## config.mk

```make
export PLATFORM = sky130hd
export DESIGN_NAME = simplex_projection_with_floor
export DESIGN_NICKNAME = d
export VERILOG_FILES = /design/src/spf_pkg.sv /design/src/simplex_projection_with_floor.sv /design/src/spf_ctrl.sv /design/src/spf_dp.sv
export SDC_FILE = /design/constraint.sdc
export NUM_CORES = 2
export LEC_CHECK = 0
export BUFFER_PORTS_ARGS = -buffer_cell sky130_fd_sc_hd__buf_2
export CAP_MARGIN = 40
export CORE_ASPECT_RATIO = 0.6
export CORE_MARGIN = 1
export CORE_UTILIZATION = 60
export DETAILED_ROUTE_END_ITERATION = 12
export PLACE_DENSITY = 0.73
export REMOVE_ABC_BUFFERS = 1
export SETUP_SLACK_MARGIN = 0.2
export SLEW_MARGIN = 20
export SYNTH_ARGS = -nofsm -noshare
export SYNTH_HDL_FRONTEND = slang
export SYNTH_SLANG_ARGS = --single-unit
```

## constraint.sdc

```tcl
create_clock -name clk -period 28.3 [get_ports clk]
set_input_delay 1.415 -clock clk [delete_from_list [all_inputs] [get_ports clk]]
set_output_delay 1.415 -clock clk [all_outputs]
set_load 0.01 [all_outputs]
```

## src/spf_pkg.sv

```systemverilog
// Package for the simplex projection block: payload types, constants, FSM states.
// No dependencies.
package spf_pkg;

    localparam int MAX_TERMS = 64;
    localparam int IDX_W = 6;
    localparam int CNT_W = 7;

    localparam logic [0:0] REG_TOTAL = 1'b0;
    localparam logic [0:0] REG_FLOOR = 1'b1;

    typedef struct packed {
        logic signed [31:0] value_in;
        logic               last_in;
    } in_beat_t;

    typedef struct packed {
        logic signed [31:0] value_out;
        logic [5:0]         index_out;
        logic               last_out;
        logic               truncated;
        logic               bad_total;
    } out_beat_t;

    typedef enum logic [3:0] {
        ST_LOAD,
        ST_CHECK,
        ST_OUTER,
        ST_INNER,
        ST_JUDGE,
        ST_DIV,
        ST_EMIT_RD,
        ST_EMIT
    } state_t;

    // controller to datapath
    typedef struct packed {
        logic clr_outer;
        logic rd_j;
        logic clr_inner;
        logic acc_inner;
        logic judge;
        logic div_start;
        logic div_step;
        logic clr_emit;
        logic rd_emit;
        logic emit;
        logic done;
    } cmd_t;

    // datapath to controller
    typedef struct packed {
        logic bad;
        logic j_last;
        logic i_last;
        logic div_last;
        logic e_last;
    } status_t;

endpackage

```

## src/simplex_projection_with_floor.sv

```systemverilog
// Top level of the simplex projection block: controller plus datapath.
// Depends on spf_pkg, spf_ctrl, spf_dp.
//
// Elements are loaded one per cycle while busy is low; the beat with last_in
// set closes the vector. The block then runs a pairwise threshold search over
// the single store read port and a serial divider, both skipped when the
// reduced total is not positive, and emits each result after a store read.
// Results carry a one-cycle strobe and cannot be held off by the receiver.
module simplex_projection_with_floor (
    input  logic                 clk,
    input  logic                 rst_n,
    input  logic                 start,
    output logic                 busy,
    input  spf_pkg::in_beat_t    in_beat,
    input  logic                 cfg_we,
    input  logic                 cfg_index,
    input  logic [30:0]          cfg_data,
    output logic                 strobe,
    output spf_pkg::out_beat_t   out_beat
);

    spf_pkg::cmd_t    cmd;
    spf_pkg::status_t status;
    logic             close;
    logic             load;

    assign load = start && !busy;

    spf_ctrl u_ctrl (
        .clk    (clk),
        .rst_n  (rst_n),
        .close  (close),
        .status (status),
        .cmd    (cmd),
        .busy   (busy)
    );

    spf_dp u_dp (
        .clk       (clk),
        .rst_n     (rst_n),
        .load      (load),
        .in_beat   (in_beat),
        .cfg_we    (cfg_we),
        .cfg_index (cfg_index),
        .cfg_data  (cfg_data),
        .cmd       (cmd),
        .status    (status),
        .close     (close),
        .strobe    (strobe),
        .out_beat  (out_beat)
    );

endmodule

```

## src/spf_ctrl.sv

```systemverilog
// Controller FSM for the simplex projection block.
// Depends on spf_pkg.
module spf_ctrl (
    input  logic              clk,
    input  logic              rst_n,
    input  logic              close,
    input  spf_pkg::status_t  status,
    output spf_pkg::cmd_t     cmd,
    output logic              busy
);

    spf_pkg::state_t state_reg, state_next;

    // hold state
    always_ff @(posedge clk or negedge rst_n)
    begin
        if (!rst_n)
            state_reg <= spf_pkg::ST_LOAD;
        else
            state_reg <= state_next;
    end

    // next state
    always_comb
    begin
        state_next = state_reg;
        case (state_reg)
            spf_pkg::ST_LOAD:    if (close) state_next = spf_pkg::ST_CHECK;
            spf_pkg::ST_CHECK:   state_next = status.bad ? spf_pkg::ST_EMIT_RD
                                                         : spf_pkg::ST_OUTER;
            spf_pkg::ST_OUTER:   state_next = spf_pkg::ST_INNER;
            spf_pkg::ST_INNER:   if (status.i_last) state_next = spf_pkg::ST_JUDGE;
            spf_pkg::ST_JUDGE:   state_next = status.j_last ? spf_pkg::ST_DIV
                                                            : spf_pkg::ST_OUTER;
            spf_pkg::ST_DIV:     if (status.div_last) state_next = spf_pkg::ST_EMIT_RD;
            spf_pkg::ST_EMIT_RD: state_next = spf_pkg::ST_EMIT;
            spf_pkg::ST_EMIT:    state_next = status.e_last ? spf_pkg::ST_LOAD
                                                            : spf_pkg::ST_EMIT_RD;
            default:             state_next = spf_pkg::ST_LOAD;
        endcase
    end

    // outputs
    always_comb
    begin
        cmd = '0;
        busy = 1'b1;
        case (state_reg)
            spf_pkg::ST_LOAD:
            begin
                busy = 1'b0;
                cmd.clr_outer = 1'b1;
                cmd.clr_emit = 1'b1;
            end
            spf_pkg::ST_CHECK:   cmd.clr_outer = 1'b1;
            spf_pkg::ST_OUTER:
            begin
                cmd.rd_j = 1'b1;
                cmd.clr_inner = 1'b1;
            end
            spf_pkg::ST_INNER:   cmd.acc_inner = 1'b1;
            spf_pkg::ST_JUDGE:
            begin
                cmd.judge = 1'b1;
                cmd.div_start = status.j_last;
            end
            spf_pkg::ST_DIV:     cmd.div_step = 1'b1;
            spf_pkg::ST_EMIT_RD: cmd.rd_emit = 1'b1;
            spf_pkg::ST_EMIT:
            begin
                cmd.emit = 1'b1;
                cmd.done = status.e_last;
            end
            default:             cmd = '0;
        endcase
    end

endmodule

```

## src/spf_dp.sv

```systemverilog
// Datapath for the simplex projection block: element store, pairwise
// threshold search, serial divider and emit stage. Depends on spf_pkg.
module spf_dp (
    input  logic                 clk,
    input  logic                 rst_n,
    input  logic                 load,
    input  spf_pkg::in_beat_t    in_beat,
    input  logic                 cfg_we,
    input  logic                 cfg_index,
    input  logic [30:0]          cfg_data,
    input  spf_pkg::cmd_t        cmd,
    output spf_pkg::status_t     status,
    output logic                 close,
    output logic                 strobe,
    output spf_pkg::out_beat_t   out_beat
);

    localparam int IW = spf_pkg::IDX_W;
    localparam int CW = spf_pkg::CNT_W;

    logic signed [31:0] mem [spf_pkg::MAX_TERMS];

    logic [30:0]        total_reg;
    logic [15:0]        floor_reg;
    logic [CW-1:0]      count_reg;
    logic               ovf_reg;
    logic               bad_reg;
    logic signed [40:0] reduced_reg;
    logic [IW-1:0]      j_reg;
    logic [IW-1:0]      i_reg;
    logic signed [31:0] sj_reg;
    logic               si_valid_reg;
    logic signed [40:0] s_reg;
    logic [CW-1:0]      c_reg;
    logic signed [40:0] ksum_reg;
    logic [CW-1:0]      kcnt_reg;
    logic [41:0]        rem_reg;
    logic [41:0]        quo_reg;
    logic               neg_reg;
    logic [5:0]         dstep_reg;
    logic signed [31:0] theta_reg;
    logic [IW-1:0]      e_reg;
    logic signed [31:0] rd_reg;
    logic               strobe_reg;
    spf_pkg::out_beat_t out_reg;

    logic signed [32:0] shift_wide;
    logic signed [31:0] shifted;
    logic [IW-1:0]      last_idx;

    assign last_idx = IW'(count_reg - CW'(1));
    assign shift_wide = 33'(in_beat.value_in) - 33'(signed'({1'b0, floor_reg}));
    assign shifted = (shift_wide < -33'sd2147483648) ? 32'sh8000_0000 : shift_wide[31:0];

    // configuration
    always_ff @(posedge clk or negedge rst_n)
    begin
        if (!rst_n)
        begin
            total_reg <= 31'd65536;
            floor_reg <= '0;
        end
        else if (cfg_we)
        begin
            if (cfg_index == spf_pkg::REG_TOTAL)
                total_reg <= cfg_data;
            else
                floor_reg <= cfg_data[15:0];
        end
    end

    // store element
    always_ff @(posedge clk)
    begin
        if (load && count_reg < CW'(spf_pkg::MAX_TERMS))
            mem[count_reg[IW-1:0]] <= shifted;
    end

    // single read port
    logic [IW-1:0] rd_addr;
    always_comb
    begin
        rd_addr = i_reg;
        if (cmd.rd_j)
            rd_addr = j_reg;
        else if (cmd.rd_emit)
            rd_addr = e_reg;
    end

    always_ff @(posedge clk)
    begin
        rd_reg <= mem[rd_addr];
    end

    assign close = load && in_beat.last_in;

    // element count, overflow flag, reduced total
    logic signed [40:0] fl_n;
    logic signed [40:0] reduced_now;
    assign fl_n = 41'(signed'({1'b0, floor_reg})) * 41'(signed'({1'b0, count_reg}));
    assign reduced_now = 41'(signed'({1'b0, total_reg})) - fl_n;

    always_ff @(posedge clk or negedge rst_n)
    begin
        if (!rst_n)
        begin
            count_reg <= '0;
            ovf_reg <= 1'b0;
            bad_reg <= 1'b0;
            reduced_reg <= '0;
        end
        else
        begin
            if (load)
            begin
                if (count_reg < CW'(spf_pkg::MAX_TERMS))
                    count_reg <= count_reg + CW'(1);
                else
                    ovf_reg <= 1'b1;
            end
            if (cmd.clr_outer && !load)
            begin
                reduced_reg <= reduced_now;
                bad_reg <= reduced_now <= 41'sd0;
            end
            if (cmd.done)
            begin
                count_reg <= '0;
                ovf_reg <= 1'b0;
            end
        end
    end

    // threshold search: outer index j, inner sweep i
    always_ff @(posedge clk or negedge rst_n)
    begin
        if (!rst_n)
        begin
            j_reg <= '0;
            i_reg <= '0;
            si_valid_reg <= 1'b0;
            s_reg <= '0;
            c_reg <= '0;
            ksum_reg <= '0;
            kcnt_reg <= '0;
            sj_reg <= '0;
        end
        else
        begin
            if (cmd.clr_outer)
            begin
                j_reg <= '0;
                ksum_reg <= '0;
                kcnt_reg <= '0;
            end
            if (cmd.clr_inner)
            begin
                i_reg <= '0;
                si_valid_reg <= 1'b0;
                s_reg <= '0;
                c_reg <= '0;
            end
            if (cmd.acc_inner)
            begin
                // first cycle latches s_j; later cycles accumulate each s_i not below s_j
                if (!si_valid_reg)
                    sj_reg <= rd_reg;
                else if (rd_reg >= sj_reg)
                begin
                    s_reg <= s_reg + 41'(rd_reg);
                    c_reg <= c_reg + CW'(1);
                end
                si_valid_reg <= 1'b1;
                if (i_reg != last_idx)
                    i_reg <= i_reg + IW'(1);
            end
            if (cmd.judge)
            begin
                if (s_reg - 41'(signed'({1'b0, c_reg})) * 41'(sj_reg) < reduced_reg)
                begin
                    ksum_reg <= ksum_reg + 41'(sj_reg);
                    kcnt_reg <= kcnt_reg + CW'(1);
                end
                j_reg <= j_reg + IW'(1);
            end
        end
    end

    // i_last: the element read this cycle is the final one, so the next
    // accumulation closes the sweep
    logic pend_reg;
    always_ff @(posedge clk or negedge rst_n)
    begin
        if (!rst_n)
            pend_reg <= 1'b0;
        else if (cmd.clr_inner)
            pend_reg <= 1'b0;
        else if (cmd.acc_inner)
            pend_reg <= (i_reg == last_idx);
    end

    // divider inputs: numerator kept_sum - R with this judge folded in
    logic signed [40:0] judge_sum;
    logic               judge_keep;
    assign judge_keep = (s_reg - 41'(signed'({1'b0, c_reg})) * 41'(sj_reg)) < reduced_reg;
    assign judge_sum = judge_keep ? ksum_reg + 41'(sj_reg) : ksum_reg;

    logic signed [41:0] num;
    assign num = 42'(judge_sum) - 42'(reduced_reg);

    // restoring divider, one quotient bit per cycle, on |num|
    logic [41:0] rem_sh;
    assign rem_sh = {rem_reg[40:0], quo_reg[41]};

    always_ff @(posedge clk or negedge rst_n)
    begin
        if (!rst_n)
        begin
            rem_reg <= '0;
            quo_reg <= '0;
            neg_reg <= 1'b0;
            dstep_reg <= '0;
        end
        else if (cmd.div_start)
        begin
            neg_reg <= num[41];
            quo_reg <= num[41] ? 42'(-num) : 42'(num);
            rem_reg <= '0;
            dstep_reg <= '0;
        end
        else if (cmd.div_step)
        begin
            dstep_reg <= dstep_reg + 6'd1;
            if (rem_sh >= 42'(kcnt_reg))
            begin
                rem_reg <= rem_sh - 42'(kcnt_reg);
                quo_reg <= {quo_reg[40:0], 1'b1};
            end
            else
            begin
                rem_reg <= rem_sh;
                quo_reg <= {quo_reg[40:0], 1'b0};
            end
        end
    end

    // floor rounding and saturation of theta
    logic signed [43:0] q_signed;
    always_comb
    begin
        if (neg_reg)
            q_signed = -44'(quo_reg) - ((rem_reg != '0) ? 44'sd1 : 44'sd0);
        else
            q_signed = 44'(quo_reg);
    end

    logic signed [31:0] theta_sat;
    assign theta_sat = (q_signed > 44'sd2147483647) ? 32'sh7FFF_FFFF :
                       (q_signed < -44'sd2147483648) ? 32'sh8000_0000 : q_signed[31:0];

    always_ff @(posedge clk or negedge rst_n)
    begin
        if (!rst_n)
            theta_reg <= '0;
        else if (cmd.clr_outer)
            theta_reg <= '0;
        else if (cmd.div_step && dstep_reg == 6'd42)
            theta_reg <= theta_sat;
    end

    // emit
    logic signed [33:0] diff;
    logic signed [33:0] res;
    logic signed [31:0] res_sat;
    assign diff = 34'(rd_reg) - 34'(theta_reg);
    assign res = ((diff < 0) ? 34'sd0 : diff) + 34'(signed'({1'b0, floor_reg}));
    assign res_sat = (res > 34'sd2147483647) ? 32'sh7FFF_FFFF : res[31:0];

    always_ff @(posedge clk or negedge rst_n)
    begin
        if (!rst_n)
        begin
            e_reg <= '0;
            strobe_reg <= 1'b0;
        end
        else
        begin
            strobe_reg <= cmd.emit;
            if (cmd.clr_emit)
                e_reg <= '0;
            else if (cmd.emit)
                e_reg <= e_reg + IW'(1);
        end
    end

    always_ff @(posedge clk)
    begin
        if (cmd.emit)
        begin
            out_reg.value_out <= bad_reg ? 32'(signed'({1'b0, floor_reg})) : res_sat;
            out_reg.index_out <= e_reg;
            out_reg.last_out  <= (e_reg == last_idx);
            out_reg.truncated <= ovf_reg;
            out_reg.bad_total <= bad_reg;
        end
    end

    assign status.bad      = (reduced_now <= 41'sd0);
    assign status.j_last   = (j_reg == last_idx);
    assign status.i_last   = pend_reg;
    assign status.div_last = (dstep_reg == 6'd42);
    assign status.e_last   = (e_reg == last_idx);

    assign strobe   = strobe_reg;
    assign out_beat = out_reg;

endmodule

```

==> key figures <==
Timing
  – Final Hold Vio Count: 0
  – Max-slew violation total from the final report: 0
  – Fin crit period: 14.67 ns
  – Final hold slack: 0.479 ns
  – Transition at the pin with the smallest max-transition slack: 0.964 ns
  – Skew final: ~0.12 ns
  – FMAX: 68.2 MHz
  – Slew margin rel.: 0.357
  – RSZ-0062 raised after global routing: false
  – Count of endpoints failing setup in the final report: 0
  – Fraction of the cycle the final worst path needs: 0.518

Power and ir drop
  – Pwr dens: 54.2 nW/um2
  – Peak supply drop: 0.0734 mV
  – Lkg Pwr: 52.7 nW

Layout
  – Final Core Density: 0.667
  – Most common library cell in the layout ignoring fill and taps: sky130_fd_sc_hd__edfxtp_1
  – # nets final: between 10000 and 15000
  – Area Growth Syn to Fin: 9.86%
  – Number of filler instances in the final layout: 14800
  – Top library cells by usage in the layout, fill and taps aside: 2089 x sky130_fd_sc_hd__edfxtp_1, 751 x sky130_fd_sc_hd__nand2_1, 570 x sky130_fd_sc_hd__inv_1
  – Fraction of layout cells with a size suffix above 1: 0.151
  – Flip-flop count of the largest register, all copies and words added: 2048

Synthesis
  – Post-synthesis cell type with the largest combined area: sky130_fd_sc_hd__edfxtp_1
  – Area share of the largest cell type after synthesis: 0.491
  – Yosys reg bits: 2493
  – Most common flop cell mapped by yosys: sky130_fd_sc_hd__edfxtp_1
  – EDFF count, synth: between 2000 and 2500
  – Distinct cell type count of the synthesized netlist: 105
  – Most area-consuming cells after synthesis: sky130_fd_sc_hd__edfxtp_1 49%, sky130_fd_sc_hd__mux4_2 9.0%, sky130_fd_sc_hd__dfrtp_1 7.3%, sky130_fd_sc_hd__ha_1 4.9%, sky130_fd_sc_hd__fa_1 3.8%
  – Avg Synthesized Cell Area: 13.6 um2
  – Gate Count Post-Synth: 9422
  – Share of flip-flops with an asynchronous set or reset after synthesis: 0.149
  – Post-synthesis instance area: 128000 um2
  – Register area share after synthesis: 0.569
  – Count of warnings emitted by yosys: 0

Setup path
  – Endpoint kind of the worst setup timing path: flip-flop
  – Delay of the slowest critical-path stage: 0.60 ns
  – Endpoint arrival time on the critical path: 15.43 ns
  – WP data required: 29.07 ns
  – Reg-to-reg critical path startpoint: u_dp.c_reg[2]
  – Highest net fanout along the worst path: 46
  – CP Depth: 53
  – Critical Path End: u_dp.quo_reg[35]
  – Top cell family by delay on the critical path: compound AO/OA/AOI/OAI gates
  – Critical Setup Path Class: flip-flop to flip-flop
  – CP bufs+invs: 7
  – R2R setup slack: roughly 14 ns
  – Depth of the worst register-to-register path: 53
  – Startpoint of the most critical setup path: u_dp.c_reg[2]
  – Standard cell with the maximum stage delay on the critical path: sky130_fd_sc_hd__o31ai_1
  – End of the worst register-to-register path: u_dp.quo_reg[35]
  – Type of element launching the critical path: flip-flop

Placed design
  – Port Buf Inserts: 111
  – Gp weighted congestion: 0.965
  – Final HPWL from detailed placement: 252 mm

Detailed routing
  – Routed wire length: ~380 mm
  – Via count: between 80000 and 90000
  – First-pass detailed-route iteration total: 6
  – Average via count per standard cell: a little under 7
  – Routed length per placed instance: 30.2 um
  – Post-detailed-route DRC marker count: 0
  – Number of nets with antenna violations after detailed routing: 0
  – Iter 0 DRT Violations: between 10000 and 15000

Clock network
  – Post-CTS Repair Setup Buffers: 0
  – Maximum count of clock buffers along a single path: 4
  – Source-to-sink clock delay at the later pin of the worst-skew pair: 0.94 ns
  – Number of H-tree branching levels: 4
  – Clock tree from TritonCTS: yes
  – Inserted Clock Buffers: 220
  – Clk sink count: between 2000 and 2500
  – Worst-path clk slew: approximately 0.070 ns
  – Cells resized by post-CTS repair: 0
  – Number of buffers inserted by hold repair at cts: 0
  – Clock root buffer: sky130_fd_sc_hd__clkbuf_16

Die
  – Overall die height: 360 um
  – Total Die Area: 215000 um2
  – Initial standard-cell utilization of the core: 0.607
  – I/O pin total: ~110
  – FP Rows: 130
  – Horiz. Die Dim: between 500 and 600 um
  – Area of the core: 210000 um2

Global route
  – Antenna violations before repair: 20
  – Number of global-route vias before repair: 81500
  – Overall Global Routing Usage: 0.354
  – Wire length of the first global-routing pass: ~550 mm
  – Aggregate global routing overflow: 0
  – Maximum number of pins on one net before global-route repair: 119

Flow run
  – Maxcap violations: 0

Run status
  – Result of the run: complete, no violations

Hold path
  – Worst Hold Class: flip-flop to flip-flop
[layout make-up]
type | instances | area (um2) | share of cell area
Inverter | 572 | 2150 | 0.0153
Sequential cell | 2493 | 72700 | 0.518
Clock inverter | 112 | 977 | 0.00696
Tap cell | 2838 | 3550 | 0.0253
Antenna cell | 12 | 30.0 | 0.000214
Timing Repair Buffer | 362 | 2980 | 0.0212
Clock buffer | 281 | 5880 | 0.0419
Multi-Input combinational cell | 5913 | 52200 | 0.372
[per-layer routing]
metal  global-route usage  vias up  share of wire
met5              0.00954        -         0.0019
met1                0.566    42800           0.43
li1                     -    35700              -
met2                0.454     5570           0.39
met4               0.0789       23          0.024
met3                0.132      549           0.16
[cell families after synthesis]
| kind of cell | count (synthesis) | synth area share |
|---|---|---|
| compound gates | 1781 | 0.0908 |
| fa+ha+maj | 748 | 0.0876 |
| xor+xnor | 421 | 0.0288 |
| flops | 2493 | 0.569 |
| simple gates | 2211 | 0.0838 |
| buf+inv | 1016 | 0.0303 |
| mux | 751 | 0.110 |
| other cells | 1 | 0.0000293 |
[worst min path at each step]
stage	end	startpoint	depth (start not counted)
finish	u_dp.reduced_reg[31]	u_dp.reduced_reg[31]	1
global route	u_dp.reduced_reg[33]	u_dp.reduced_reg[33]	1
CTS	u_dp.reduced_reg[32]	u_dp.reduced_reg[32]	1
detailed placement	u_dp.reduced_reg[31]	u_dp.reduced_reg[31]	1
global placement	u_dp.reduced_reg[31]	u_dp.reduced_reg[31]	1
floorplan	u_dp.out_beat[1]	u_dp.ovf_reg	0
[cell usage after synthesis (all sizes together), types with 31 or more instances]
| cell | count |
|---|---|
| a21oi | 453 |
| o31ai | 31 |
| mux2 | 89 |
| xor2 | 159 |
| nand4 | 70 |
| nand3 | 180 |
| inv | 571 |
| nor4 | 39 |
| fa | 244 |
| nor2 | 437 |
| dfrtp | 371 |
| clkbuf | 330 |
| nand2b | 56 |
| ha | 504 |
| and2 | 268 |
| a21o | 175 |
| mux4 | 512 |
| edfxtp | 2089 |
| o21a | 56 |
| a31oi | 75 |
| nand2 | 753 |
| dfxtp | 32 |
| o21bai | 54 |
| mux2i | 150 |
| or3 | 37 |
| nor3 | 102 |
| o21ai | 415 |
| and3 | 45 |
| buf | 114 |
| a211oi | 222 |
| xnor2 | 262 |
| nor2b | 127 |
[worst register-to-register path, delay by kind of cell (launching register included)]
kind | cells | cell delay, ns
AOI/OAI and AO/OA | 21 | 5.46
adders and majority gates | 9 | 3.58
and+or+nand+nor | 11 | 2.84
buffers and inverters | 7 | 1.16
xor gates and xnor gates | 4 | 0.84
muxes | 1 | 0.37
DFF | 1 | 0.32
[through the flow]
stage / power (mW) / cells / cell area [um2] / setup TNS, ns / setup slack [ns]
final: 7.61 / 12600 / 140000 / 0 / 13.63
after global routing: 7.78 / 12600 / 140000 / 0 / 12.78
after CTS: 7.61 / 12500 / 140000 / 0 / 13.93
after detailed placement: 4.69 / 12200 / 133000 / 0 / 14.03
after global placement: 4.67 / 12100 / 133000 / 0 / 14.08
after floorplan: 4.48 / 8978 / 126000 / -662.38 / -20.73
[power by group]
part	switching, mW	leakage [nW]	total (mW)	internal, mW
combinational	0.351	25.7	0.445	0.0945
clock	1.37	3.33	2.97	1.60
sequential	0.0233	23.6	4.19	4.17
total	1.74	52.7	7.61	5.87
Power figures use the tool's default switching activity.
